--- config.mk ---
export PLATFORM = sky130hd
export DESIGN_NAME = line_layout_bottom_align
export DESIGN_NICKNAME = d
export VERILOG_FILES = /design/src/rtl/lla_pkg.sv /design/src/rtl/line_layout_bottom_align.sv /design/src/rtl/lla_front.sv /design/src/rtl/lla_queue.sv /design/src/rtl/lla_back.sv
export SDC_FILE = /design/constraint.sdc
export NUM_CORES = 2
export LEC_CHECK = 0
export BUFFER_PORTS_ARGS = -buffer_cell sky130_fd_sc_hd__buf_2
export CAP_MARGIN = 20
export CORE_ASPECT_RATIO = 0.8
export CORE_UTILIZATION = 39
export DETAILED_ROUTE_END_ITERATION = 10
export GPL_TIMING_DRIVEN = 0
export RECOVER_POWER = 100
export SYNTH_ARGS = -nofsm -noshare
export SYNTH_HDL_FRONTEND = slang
export SYNTH_SLANG_ARGS = --single-unit
export TNS_END_PERCENT = 20
--- constraint.sdc ---
create_clock -name aclk -period 5.4 [get_ports aclk]
set_input_delay 0 -clock aclk [delete_from_list [all_inputs] [get_ports aclk]]
set_output_delay 0 -clock aclk [all_outputs]
set_load 0.05 [all_outputs]
--- src/rtl/lla_pkg.sv ---
// Shared types, codes and helpers for the bottom-aligned line layout block.
package lla_pkg;

    localparam int LINE_RUNS_DEF = 32;
    localparam int LIST_RUNS_DEF = 1024;
    localparam int QUEUE_DEPTH   = 4;

    localparam int IDX_W  = 10;
    localparam int SIZE_W = 16;
    localparam int POS_W  = 20;

    typedef enum logic [1:0] {
        KIND_PLACE    = 2'd0,
        KIND_SIZE     = 2'd1,
        KIND_OVERFLOW = 2'd2
    } kind_t;

    // One command from the front end to the back end.
    typedef struct packed {
        logic              st;   // store a box entry
        logic              ovf;  // report a dropped box
        logic              cls;  // close the open line
        logic              sz;   // report the block size afterwards
        logic [IDX_W-1:0]  idx;
        logic [POS_W-1:0]  x;
        logic [SIZE_W-1:0] h;
        logic [SIZE_W-1:0] lh;   // height of the line being closed
        logic [POS_W-1:0]  lw;   // width of the line being closed
    } cmd_t;

    typedef struct packed {
        logic [IDX_W-1:0]  idx;
        logic [POS_W-1:0]  x;
        logic [SIZE_W-1:0] h;
    } entry_t;

    function automatic logic [POS_W-1:0] sat_add(input logic [POS_W-1:0] a,
                                                 input logic [SIZE_W-1:0] b);
        logic [POS_W:0] s;
        s = {1'b0, a} + {{(POS_W + 1 - SIZE_W){1'b0}}, b};
        return s[POS_W] ? {POS_W{1'b1}} : s[POS_W-1:0];
    endfunction

endpackage

--- src/rtl/line_layout_bottom_align.sv ---
// Top level of the bottom-aligned line layout block.
//
//  Channel | Direction | Handshake          | Payload
//  s_      | in        | s_valid / s_ready  | is_break, run_width, run_height, last_run
//  m_      | out       | m_valid / m_ready  | kind, run_index, pos_x, pos_y, last_result
//
// The front end takes one run per cycle while the command queue has room. The back end
// writes each box into the line store and, when a line closes, first starts the store
// read and then gives one placement result per box of the line, in store order, each
// as soon as the result register is free.
// Reset is synchronous and active low; it clears the pen, counters, queue and result
// valid, while the line store itself is not cleared.
// A stalled result register holds the back end, and a full queue then drops s_ready;
// the front end keeps accepting runs for as long as the queue has space.
module line_layout_bottom_align
    import lla_pkg::*;
#(
    parameter int LINE_RUNS = LINE_RUNS_DEF,
    parameter int LIST_RUNS = LIST_RUNS_DEF
) (
    input  logic              aclk,
    input  logic              aresetn,
    input  logic              s_valid,
    output logic              s_ready,
    input  logic              s_is_break,
    input  logic [SIZE_W-1:0] s_run_width,
    input  logic [SIZE_W-1:0] s_run_height,
    input  logic              s_last_run,
    output logic              m_valid,
    input  logic              m_ready,
    output logic [1:0]        m_kind,
    output logic [IDX_W-1:0]  m_run_index,
    output logic [POS_W-1:0]  m_pos_x,
    output logic [POS_W-1:0]  m_pos_y,
    output logic              m_last_result
);

    // Command transactions between the front end and the back end.
    cmd_t push_cmd;
    cmd_t pop_cmd;
    logic push;
    logic full;
    logic pop;
    logic empty;

    // The front end classifies each run against the line fill it mirrors.
    lla_front #(
        .LINE_RUNS (LINE_RUNS),
        .LIST_RUNS (LIST_RUNS)
    ) u_front (
        .aclk         (aclk),
        .aresetn      (aresetn),
        .s_valid      (s_valid),
        .s_ready      (s_ready),
        .s_is_break   (s_is_break),
        .s_run_width  (s_run_width),
        .s_run_height (s_run_height),
        .s_last_run   (s_last_run),
        .q_push       (push),
        .q_cmd        (push_cmd),
        .q_full       (full)
    );

    lla_queue u_queue (
        .aclk     (aclk),
        .aresetn  (aresetn),
        .push     (push),
        .push_cmd (push_cmd),
        .full     (full),
        .pop      (pop),
        .pop_cmd  (pop_cmd),
        .empty    (empty)
    );

    // The back end owns the line store and the vertical pen.
    lla_back #(
        .LINE_RUNS (LINE_RUNS)
    ) u_back (
        .aclk          (aclk),
        .aresetn       (aresetn),
        .q_cmd         (pop_cmd),
        .q_empty       (empty),
        .q_pop         (pop),
        .m_valid       (m_valid),
        .m_ready       (m_ready),
        .m_kind        (m_kind),
        .m_run_index   (m_run_index),
        .m_pos_x       (m_pos_x),
        .m_pos_y       (m_pos_y),
        .m_last_result (m_last_result)
    );

endmodule

--- src/rtl/lla_front.sv ---
// Front end: accepts runs, tracks the pen and line fill, and issues commands.
module lla_front
    import lla_pkg::*;
#(
    parameter int LINE_RUNS = LINE_RUNS_DEF,
    parameter int LIST_RUNS = LIST_RUNS_DEF
) (
    input  logic              aclk,
    input  logic              aresetn,
    input  logic              s_valid,
    output logic              s_ready,
    input  logic              s_is_break,
    input  logic [SIZE_W-1:0] s_run_width,
    input  logic [SIZE_W-1:0] s_run_height,
    input  logic              s_last_run,
    output logic              q_push,
    output cmd_t              q_cmd,
    input  logic              q_full
);

    localparam int FW = $clog2(LINE_RUNS + 1);
    localparam int CW = $clog2(LIST_RUNS);

    logic [POS_W-1:0]  pen_x_reg, pen_x_next;
    logic [SIZE_W-1:0] lh_reg, lh_next;
    logic [FW-1:0]     fill_reg, fill_next;
    logic [CW-1:0]     cnt_reg, cnt_next;

    logic [CW+IDX_W-1:0] idx_ext;
    logic                box_ok;
    logic [POS_W-1:0]    new_pen;
    logic [SIZE_W-1:0]   hmax;
    logic                closing;

    assign s_ready = !q_full;
    assign q_push  = s_valid && !q_full;
    assign idx_ext = {{IDX_W{1'b0}}, cnt_reg};

    always_comb begin
        box_ok  = !s_is_break && (fill_reg != FW'(LINE_RUNS));
        new_pen = box_ok ? sat_add(pen_x_reg, s_run_width) : pen_x_reg;
        if ((s_is_break || box_ok) && (s_run_height > lh_reg)) begin
            hmax = s_run_height;
        end else begin
            hmax = lh_reg;
        end
        closing = s_is_break || (s_last_run && ((new_pen != '0) || (hmax != '0)));

        q_cmd.st  = box_ok;
        q_cmd.ovf = !s_is_break && !box_ok && !s_last_run;
        q_cmd.cls = closing;
        q_cmd.sz  = s_last_run;
        q_cmd.idx = idx_ext[IDX_W-1:0];
        q_cmd.x   = pen_x_reg;
        q_cmd.h   = s_run_height;
        q_cmd.lh  = hmax;
        q_cmd.lw  = new_pen;

        pen_x_next = pen_x_reg;
        lh_next    = lh_reg;
        fill_next  = fill_reg;
        cnt_next   = cnt_reg;
        if (q_push) begin
            if (s_last_run) begin
                cnt_next = '0;
            end else if (cnt_reg == CW'(LIST_RUNS - 1)) begin
                cnt_next = '0;
            end else begin
                cnt_next = cnt_reg + 1'b1;
            end
            if (closing || s_last_run) begin
                pen_x_next = '0;
                lh_next    = '0;
                fill_next  = '0;
            end else if (box_ok) begin
                pen_x_next = new_pen;
                lh_next    = hmax;
                fill_next  = fill_reg + 1'b1;
            end
        end
    end

    always_ff @(posedge aclk) begin
        if (!aresetn) begin
            pen_x_reg <= '0;
            lh_reg    <= '0;
            fill_reg  <= '0;
            cnt_reg   <= '0;
        end else begin
            pen_x_reg <= pen_x_next;
            lh_reg    <= lh_next;
            fill_reg  <= fill_next;
            cnt_reg   <= cnt_next;
        end
    end

endmodule

--- src/rtl/lla_queue.sv ---
// Short command queue between the front end and the back end.
module lla_queue
    import lla_pkg::*;
(
    input  logic aclk,
    input  logic aresetn,
    input  logic push,
    input  cmd_t push_cmd,
    output logic full,
    input  logic pop,
    output cmd_t pop_cmd,
    output logic empty
);

    localparam int QAW = $clog2(QUEUE_DEPTH);
    localparam int QCW = $clog2(QUEUE_DEPTH + 1);

    cmd_t           slot_reg [QUEUE_DEPTH];
    logic [QAW-1:0] wr_ptr_reg, wr_ptr_next;
    logic [QAW-1:0] rd_ptr_reg, rd_ptr_next;
    logic [QCW-1:0] count_reg, count_next;
    logic           do_push, do_pop;

    assign full    = (count_reg == QCW'(QUEUE_DEPTH));
    assign empty   = (count_reg == '0);
    assign do_push = push && !full;
    assign do_pop  = pop && !empty;
    assign pop_cmd = slot_reg[rd_ptr_reg];

    always_comb begin
        wr_ptr_next = wr_ptr_reg;
        rd_ptr_next = rd_ptr_reg;
        count_next  = count_reg;
        if (do_push) begin
            wr_ptr_next = (wr_ptr_reg == QAW'(QUEUE_DEPTH - 1)) ? '0 : wr_ptr_reg + 1'b1;
        end
        if (do_pop) begin
            rd_ptr_next = (rd_ptr_reg == QAW'(QUEUE_DEPTH - 1)) ? '0 : rd_ptr_reg + 1'b1;
        end
        if (do_push && !do_pop) begin
            count_next = count_reg + 1'b1;
        end else if (do_pop && !do_push) begin
            count_next = count_reg - 1'b1;
        end
    end

    always_ff @(posedge aclk) begin
        if (do_push) begin
            slot_reg[wr_ptr_reg] <= push_cmd;
        end
    end

    always_ff @(posedge aclk) begin
        if (!aresetn) begin
            wr_ptr_reg <= '0;
            rd_ptr_reg <= '0;
            count_reg  <= '0;
        end else begin
            wr_ptr_reg <= wr_ptr_next;
            rd_ptr_reg <= rd_ptr_next;
            count_reg  <= count_next;
        end
    end

endmodule

--- src/rtl/lla_back.sv ---
// Back end: holds the line store, flushes closed lines and drives the result register.
module lla_back
    import lla_pkg::*;
#(
    parameter int LINE_RUNS = LINE_RUNS_DEF
) (
    input  logic              aclk,
    input  logic              aresetn,
    input  cmd_t              q_cmd,
    input  logic              q_empty,
    output logic              q_pop,
    output logic              m_valid,
    input  logic              m_ready,
    output logic [1:0]        m_kind,
    output logic [IDX_W-1:0]  m_run_index,
    output logic [POS_W-1:0]  m_pos_x,
    output logic [POS_W-1:0]  m_pos_y,
    output logic              m_last_result
);

    localparam int FW = $clog2(LINE_RUNS + 1);
    localparam int AW = (LINE_RUNS > 1) ? $clog2(LINE_RUNS) : 1;

    typedef enum logic [3:0] {
        ST_IDLE  = 4'b0001,
        ST_READ  = 4'b0010,
        ST_PLACE = 4'b0100,
        ST_SIZE  = 4'b1000
    } state_t;

    state_t state_reg, state_next;

    entry_t mem [LINE_RUNS];
    entry_t rdata_reg;
    entry_t wr_entry;
    logic   mem_we;

    cmd_t             cmd_reg, cmd_next;
    logic [FW-1:0]    bfill_reg, bfill_next;
    logic [FW-1:0]    cnt_reg, cnt_next;
    logic [FW-1:0]    ent_reg, ent_next;
    logic [FW-1:0]    count;
    logic [POS_W-1:0] pen_y_reg, pen_y_next;
    logic [POS_W-1:0] widest_reg, widest_next;
    logic             last_ent;

    logic              m_valid_reg;
    kind_t             m_kind_reg;
    logic [IDX_W-1:0]  m_idx_reg;
    logic [POS_W-1:0]  m_x_reg, m_y_reg;
    logic              m_last_reg;

    logic              can_emit, emit;
    kind_t             o_kind;
    logic [IDX_W-1:0]  o_idx;
    logic [POS_W-1:0]  o_x, o_y;
    logic              o_last;

    assign can_emit = !m_valid_reg || m_ready;
    assign count    = bfill_reg + FW'(q_cmd.st);
    assign last_ent = (FW'(ent_reg + 1'b1) == cnt_reg);
    assign wr_entry = '{idx: q_cmd.idx, x: q_cmd.x, h: q_cmd.h};

    always_comb begin
        state_next  = state_reg;
        cmd_next    = cmd_reg;
        bfill_next  = bfill_reg;
        cnt_next    = cnt_reg;
        ent_next    = ent_reg;
        pen_y_next  = pen_y_reg;
        widest_next = widest_reg;
        q_pop       = 1'b0;
        mem_we      = 1'b0;
        emit        = 1'b0;
        o_kind      = KIND_PLACE;
        o_idx       = '0;
        o_x         = '0;
        o_y         = '0;
        o_last      = 1'b0;

        case (state_reg)
            ST_IDLE: begin
                if (!q_empty && can_emit) begin
                    q_pop    = 1'b1;
                    cmd_next = q_cmd;
                    if (q_cmd.st) begin
                        mem_we     = 1'b1;
                        bfill_next = bfill_reg + 1'b1;
                    end
                    if (q_cmd.ovf) begin
                        emit   = 1'b1;
                        o_kind = KIND_OVERFLOW;
                        o_idx  = q_cmd.idx;
                        o_last = 1'b1;
                    end
                    if (q_cmd.cls) begin
                        bfill_next = '0;
                        if (count != '0) begin
                            cnt_next   = count;
                            ent_next   = '0;
                            state_next = ST_READ;
                        end else begin
                            // A line with no boxes only advances the pen and updates the widest line.
                            pen_y_next = sat_add(pen_y_reg, q_cmd.lh);
                            if (q_cmd.lw > widest_reg) begin
                                widest_next = q_cmd.lw;
                            end
                            state_next = q_cmd.sz ? ST_SIZE : ST_IDLE;
                        end
                    end else if (q_cmd.sz) begin
                        // An empty trailing line is not closed: its boxes are forgotten.
                        bfill_next = '0;
                        state_next = ST_SIZE;
                    end
                end
            end
            ST_READ: begin
                state_next = ST_PLACE;
            end
            ST_PLACE: begin
                if (can_emit) begin
                    emit   = 1'b1;
                    o_kind = KIND_PLACE;
                    o_idx  = rdata_reg.idx;
                    o_x    = rdata_reg.x;
                    o_y    = sat_add(pen_y_reg, cmd_reg.lh - rdata_reg.h);
                    o_last = last_ent && !cmd_reg.sz;
                    if (last_ent) begin
                        ent_next   = '0;
                        pen_y_next = sat_add(pen_y_reg, cmd_reg.lh);
                        if (cmd_reg.lw > widest_reg) begin
                            widest_next = cmd_reg.lw;
                        end
                        state_next = cmd_reg.sz ? ST_SIZE : ST_IDLE;
                    end else begin
                        ent_next = ent_reg + 1'b1;
                    end
                end
            end
            ST_SIZE: begin
                if (can_emit) begin
                    emit        = 1'b1;
                    o_kind      = KIND_SIZE;
                    o_x         = widest_reg;
                    o_y         = pen_y_reg;
                    o_last      = 1'b1;
                    pen_y_next  = '0;
                    widest_next = '0;
                    state_next  = ST_IDLE;
                end
            end
            default: begin
                state_next = ST_IDLE;
            end
        endcase
    end

    always_ff @(posedge aclk) begin
        if (mem_we) begin
            mem[bfill_reg[AW-1:0]] <= wr_entry;
        end
        rdata_reg <= mem[ent_next[AW-1:0]];
    end

    always_ff @(posedge aclk) begin
        if (!aresetn) begin
            state_reg   <= ST_IDLE;
            bfill_reg   <= '0;
            cnt_reg     <= '0;
            ent_reg     <= '0;
            pen_y_reg   <= '0;
            widest_reg  <= '0;
            m_valid_reg <= 1'b0;
        end else begin
            state_reg  <= state_next;
            bfill_reg  <= bfill_next;
            cnt_reg    <= cnt_next;
            ent_reg    <= ent_next;
            pen_y_reg  <= pen_y_next;
            widest_reg <= widest_next;
            if (emit) begin
                m_valid_reg <= 1'b1;
            end else if (m_ready) begin
                m_valid_reg <= 1'b0;
            end
        end
    end

    always_ff @(posedge aclk) begin
        cmd_reg <= cmd_next;
        if (emit) begin
            m_kind_reg <= o_kind;
            m_idx_reg  <= o_idx;
            m_x_reg    <= o_x;
            m_y_reg    <= o_y;
            m_last_reg <= o_last;
        end
    end

    assign m_valid       = m_valid_reg;
    assign m_kind        = m_kind_reg;
    assign m_run_index   = m_idx_reg;
    assign m_pos_x       = m_x_reg;
    assign m_pos_y       = m_y_reg;
    assign m_last_result = m_last_reg;

endmodule

* After elaboration in Yosys (flattened, before gate mapping)
Memories as Yosys holds them, arrays and structs flattened. A register that Yosys moved wholly into a read port is not among the register bits.
Index checks and enable logic that the tools add are counted.
** Storage, ports and cells
- Register bits :: 212
- Bits in writable memories :: 1816
- Bits of input ports :: 38
- Output and inout port bits :: 55
- Word-level logic and storage cells :: 192
- Memories kept :: 2
** Memories
- u_back.mem :: words 32, bits a word 46, read ports 1, clocked after memory_dff 1, wr ports 1, RTL line lla_back.sv:33 : entry_t mem [LINE_RUNS];
- u_queue.slot_reg :: words 4, bits a word 86, read ports 1, clocked after memory_dff 1, wr ports 1, RTL line lla_queue.sv:18 : cmd_t slot_reg [QUEUE_DEPTH];
** Operators by class
- Add/sub/neg operators :: 14
- Order comparisons :: 3
- Eq/ne operators :: 20
- Multiplexer cells :: 85
- Reductions and logical operators :: 45
** Operators by type and width (number)
- 2-to-1 mux 20 bit :: 24
- case mux 20 bit (3 select lines) :: 2
- adder 20 x 16 -> 21 bit :: 4
- case mux 20 bit (2 select lines) :: 2
- 2-to-1 mux 6 bit :: 10
- 2-to-1 mux 10 bit :: 5
- 2-to-1 mux 16 bit :: 3
- greater-than comparator 20 bit :: 2
- 2-to-1 mux 4 bit :: 9
- case mux 10 bit (2 select lines) :: 1
- nonzero test 20 bit :: 1
- adder 6 x 1 -> 6 bit, second input constant :: 3
- greater-than comparator 16 bit :: 1
- 2-to-1 mux 1 bit :: 16
- inequality test 2 x 1 -> 1 bit, second input constant :: 8
- case mux 4 bit (4 select lines) :: 1
- nonzero test 16 bit :: 1
- subtractor 16 bit :: 1
- logical AND 1 bit :: 12
- 2-to-1 mux 2 bit :: 6
- case mux 6 bit (2 select lines) :: 1
- adder 10 x 1 -> 10 bit, second input constant :: 1
- equality test 10 bit, second input constant :: 1
- AND reduction 5 bit :: 2
- other kinds (30) :: 50

* Longest topological paths before layout
- Depth after elaboration :: 12
- Depth in mapped cells :: 22
- Gate-level depth less buffers :: 21

* Cells and area by module
A second synthesis with hierarchy kept.
** Second synthesis, totals
- Cell total of the unflattened synthesis :: 6792
- Area, all modules :: 92431.1 sq um
** By module, submodules not included
- lla_back :: times used 1, cells each 5775, area an instance 75356.0 sq um, seq. area each 49087.1 sq um
- lla_queue :: times used 1, cells each 501, area an instance 12917.4 sq um, seq. area each 10510.1 sq um
- lla_front :: times used 1, cells each 516, area an instance 4157.7 sq um, seq. area each 1041.0 sq um

* Worst setup path before layout
OpenSTA, ideal clock, no wires.
- Path kind :: register to register
- Start :: reg (tool-made name)
- End :: reg u_back.pen_y_reg[10]
- Library setup time :: 0.074 ns
- Arrival time :: 4.711 ns
- Required time :: 5.326 ns
- Path slack :: 0.615 ns
- Cell stages (with the launch flop) :: 18
- Buffers on the path :: 5
- Clock period less this slack :: 4.785 ns
- Cell sequence :: dfxtp_1 -> clkbuf_1 -> buf_2 -> clkbuf_1 -> buf_1 -> mux4_2 -> ha_1 -> inv_1 -> fa_1 -> nor2b_1 -> o31a_1 -> o221ai_1 -> o21a_1 -> o21a_1 -> a311oi_1 -> clkbuf_1 -> o21ai_0 -> a31oi_1
** RTL lines
- end signal: assignment :: RTL line lla_back.sv:179 : pen_y_reg <= pen_y_next;
- end: declaration :: RTL line lla_back.sv:43 : logic [POS_W-1:0] pen_y_reg, pen_y_next;

==> flow_summary.ini <==
[placed_design]
place_congestion = 0.889
dp_cells = 9098
portBuffers = 91
dp_hpwl_um = 179000
post-place-ws_ns = -1.00

[worst_setup_path]
rrSetupSlack_ns = -0.01
timing.rr.end = u_back.rdata_reg[35]$_DFF_P_
path_max_fanout = 10
crit_path_end_kind = register
cp.arrival_ns = 6.06
path_class = register to register
critPathRequiredTime_ns = 6.05
reg2regPathDepth = 15
cp-start-kind = register
crit_end = u_back.rdata_reg[35]$_DFF_P_

[floorplan]
start_util = 0.394
core-area_sq_um = 215000
dieHeight_um = 419
die_area_sq_um = 220000
io_pins = 93
die-width_um = 524
placementRows = 152

[final_layout]
largest_reg_flops = 1472
nets = 6679
fin_cells = 9512
area_delta_synth_final_pct = 13.6
drive_gt1_frac = 0.104

[clock_tree]
cts_root_buf = clkbuf_16
cts.sinks = 2076
cts_tree = yes
htree_levels = 4
cts_buffer_depth = 3
numCtsBuffers = 197
clk_pin_slew_ns = 0.06
clk_latency_ns = 0.83

[timing]
finalHoldViolations = 0
min_period_over_period = 1.00
fin_skew_ns = 0.0264
timing.slew.headroom = -0.764
finalSetupViolations = 1
drv_slew = 965
fmax_ghz = 0.185
rsz0062_at_grt = yes
setup-tns-final_ns = -0.00967
setup_ws_ns = -0.00967
min_period_ns = 5.41
tightest_slew_ns = 2.65

[power_and_ir_drop]
power_switching_share = 0.310
power_frac_seq = 0.465
cellLeakagePower_nw = 31.8
power.internal_w = 0.0312
power.density_nw_per_um2 = 469
p_switching_w = 0.0140
peakVddDrop_mv = 0.336
combPwrFrac = 0.230
clkPwrFrac = 0.305

[synth]
ys_seq_area_frac = 0.714
synth.area.top_cells = edfxtp_1, nand2_1, dfxtp_1, nand3_1, mux4_2
ys_ff_latch = 2076
synthFlopType = edfxtp_1
yosys.area.top_type = edfxtp_1
netlist_area_sq_um = 85000
yosys_warnings = 0
synth.top_cell.area_share = 0.674
netlist_instances = 6098
synth_edf_count = 1906
synthesis.nets = 6296
async_flop_share = 0
synth_commonest_cells = edfxtp_1, nand2_1, nand3_1
ys_types = 92
yosysMostFrequentCell = edfxtp_1
syn_avg_cell_area_sq_um = 13.9

[route]
routed_wl_um = 255000
drc = 0
routedWlPerCell_um = 26.8
drt_first_pass_iters = 8
vias = 54500
avgViaCountPerCell = 5.73
final_antenna_net_count = 0
initialDrtViolationCount = 7032

[global_routing]
grt_pass1_vias = 51600
grt_usage = 0.230
grt_max_degree = 48
antenna_found_initial = 14
gr-total-overflow = 0
grt_pass1_wl_um = 364000

[run_status]
status = finished with violations
violations = max-capacitance violations, max-slew violations, negative setup slack

[hold_path]
hold_class = input port to register

[flow_run]
maxCapViolations = 37
==> area by class of cell <==
class	count	area, sq um
fillers	19000	119000
flip-flops and latches	2076	60600
multi-input cells	3573	22700
clock buffers	282	5490
well taps	2849	3560
plain buffers	338	1700
repair buffers	185	1100
clock inverters	89	910
inverters	110	414
diodes	10	25.0
==> power groups by stage <==
stage	sequential [W]	clock [W]	combinational, W
after global routing	0.0211	0.0146	0.0112
after global placement	0.0214	0	0.00985
after CTS	0.0210	0.0140	0.0104
after detailed placement	0.0213	0	0.0103
final	0.0211	0.0138	0.0104
after floorplan	0.0216	0	0.00612
==> logic make-up after synthesis <==
kind of cell | Yosys count | share of synthesized area
AOI/OAI and AO/OA | 934 | 0.0764
xor gates and xnor gates | 92 | 0.00948
adders and majority gates | 160 | 0.0241
buffers and inverters | 449 | 0.0238
DFF | 2076 | 0.714
muxes | 280 | 0.0457
and+or+nand+nor | 2107 | 0.107
==> worst min-delay path by stage <==
stage,from,endpoint,cells past startpoint
2_1_floorplan,s_run_height[0],u_queue.slot_reg[0][36]$_DFFE_PP_,0
3_3_place_gp,s_last_run,u_queue.slot_reg[1][82]$_DFFE_PP_,1
3_5_place_dp,s_last_run,u_queue.slot_reg[0][82]$_DFFE_PP_,1
4_1_cts,s_run_height[14],u_queue.slot_reg[2][50]$_DFFE_PP_,2
5_1_grt,s_run_width[5],u_queue.slot_reg[0][5]$_DFFE_PP_,4
6_report,s_run_width[5],u_queue.slot_reg[0][5]$_DFFE_PP_,4
==> worst max-delay path, stage by stage, from the launching register on <==
cell	delay, ns
dfxtp_2	0.43
mux4_2	0.64
ha_1	0.26
ha_1	0.31
or4bb_1	0.50
o22ai_2	0.21
nand2_2	0.12
a31oi_4	0.38
mux2i_2	0.22
and2_1	0.25
buf_2	0.16
clkbuf_4	0.28
buf_4	0.27
a32oi_1	0.25
a31oi_2	0.23
nor4_4	0.67
==> layer usage <==
layer  routed length, um  vias up  share of wire  GRT usage
li1                    -    23900              -          -
met1              111000    27400           0.43      0.342
met2              112000     2859           0.44      0.347
met3               27300      317           0.11     0.0467
met4                4800        0          0.019     0.0463
met5                   0        -              0          0
==> timing repair <==
item,in CTS,in global routing
pin swaps,1,4
endpoints found under the hold margin,362,0
resized for setup,68,69
cloned,0,0
setup endpoints to repair,95,97
buffers inserted,0,1
hold buffers,32,0
==> cells in the final DEF, fill, tap and decap left out, types with 32 or more instances in the layout <==
master and instances:
o21ai_0 161, mux4_2 86, a21o_1 43, buf_2 102, nand3_1 407, nand2_1 1256, dfxtp_1 169, ha_1 154
clkbuf_1 296, inv_1 108, dlygate4sd3_1 32, a32oi_1 183, clkbuf_16 198, a22oi_1 55, mux2i_1 189, nor2_1 196
a21oi_1 94, edfxtp_1 1906, xnor2_1 61, clkbuf_2 71, a31oi_1 211
==> through the flow <==
stage / util / power (W) / hold WS [ns] / instance area [sq um]
after detailed placement: 0.420 / 0.0316 / 0.269 / 90500
after global placement: 0.413 / 0.0312 / 0.266 / 89000
after global routing: 0.448 / 0.0469 / 0.0955 / 96500
after floorplan: - / 0.0277 / 0.0989 / 85000
after CTS: 0.452 / 0.0454 / 0.00341 / 97500
final: 0.448 / 0.0453 / 0.0878 / 96500
(Power assumes the default switching activity.)
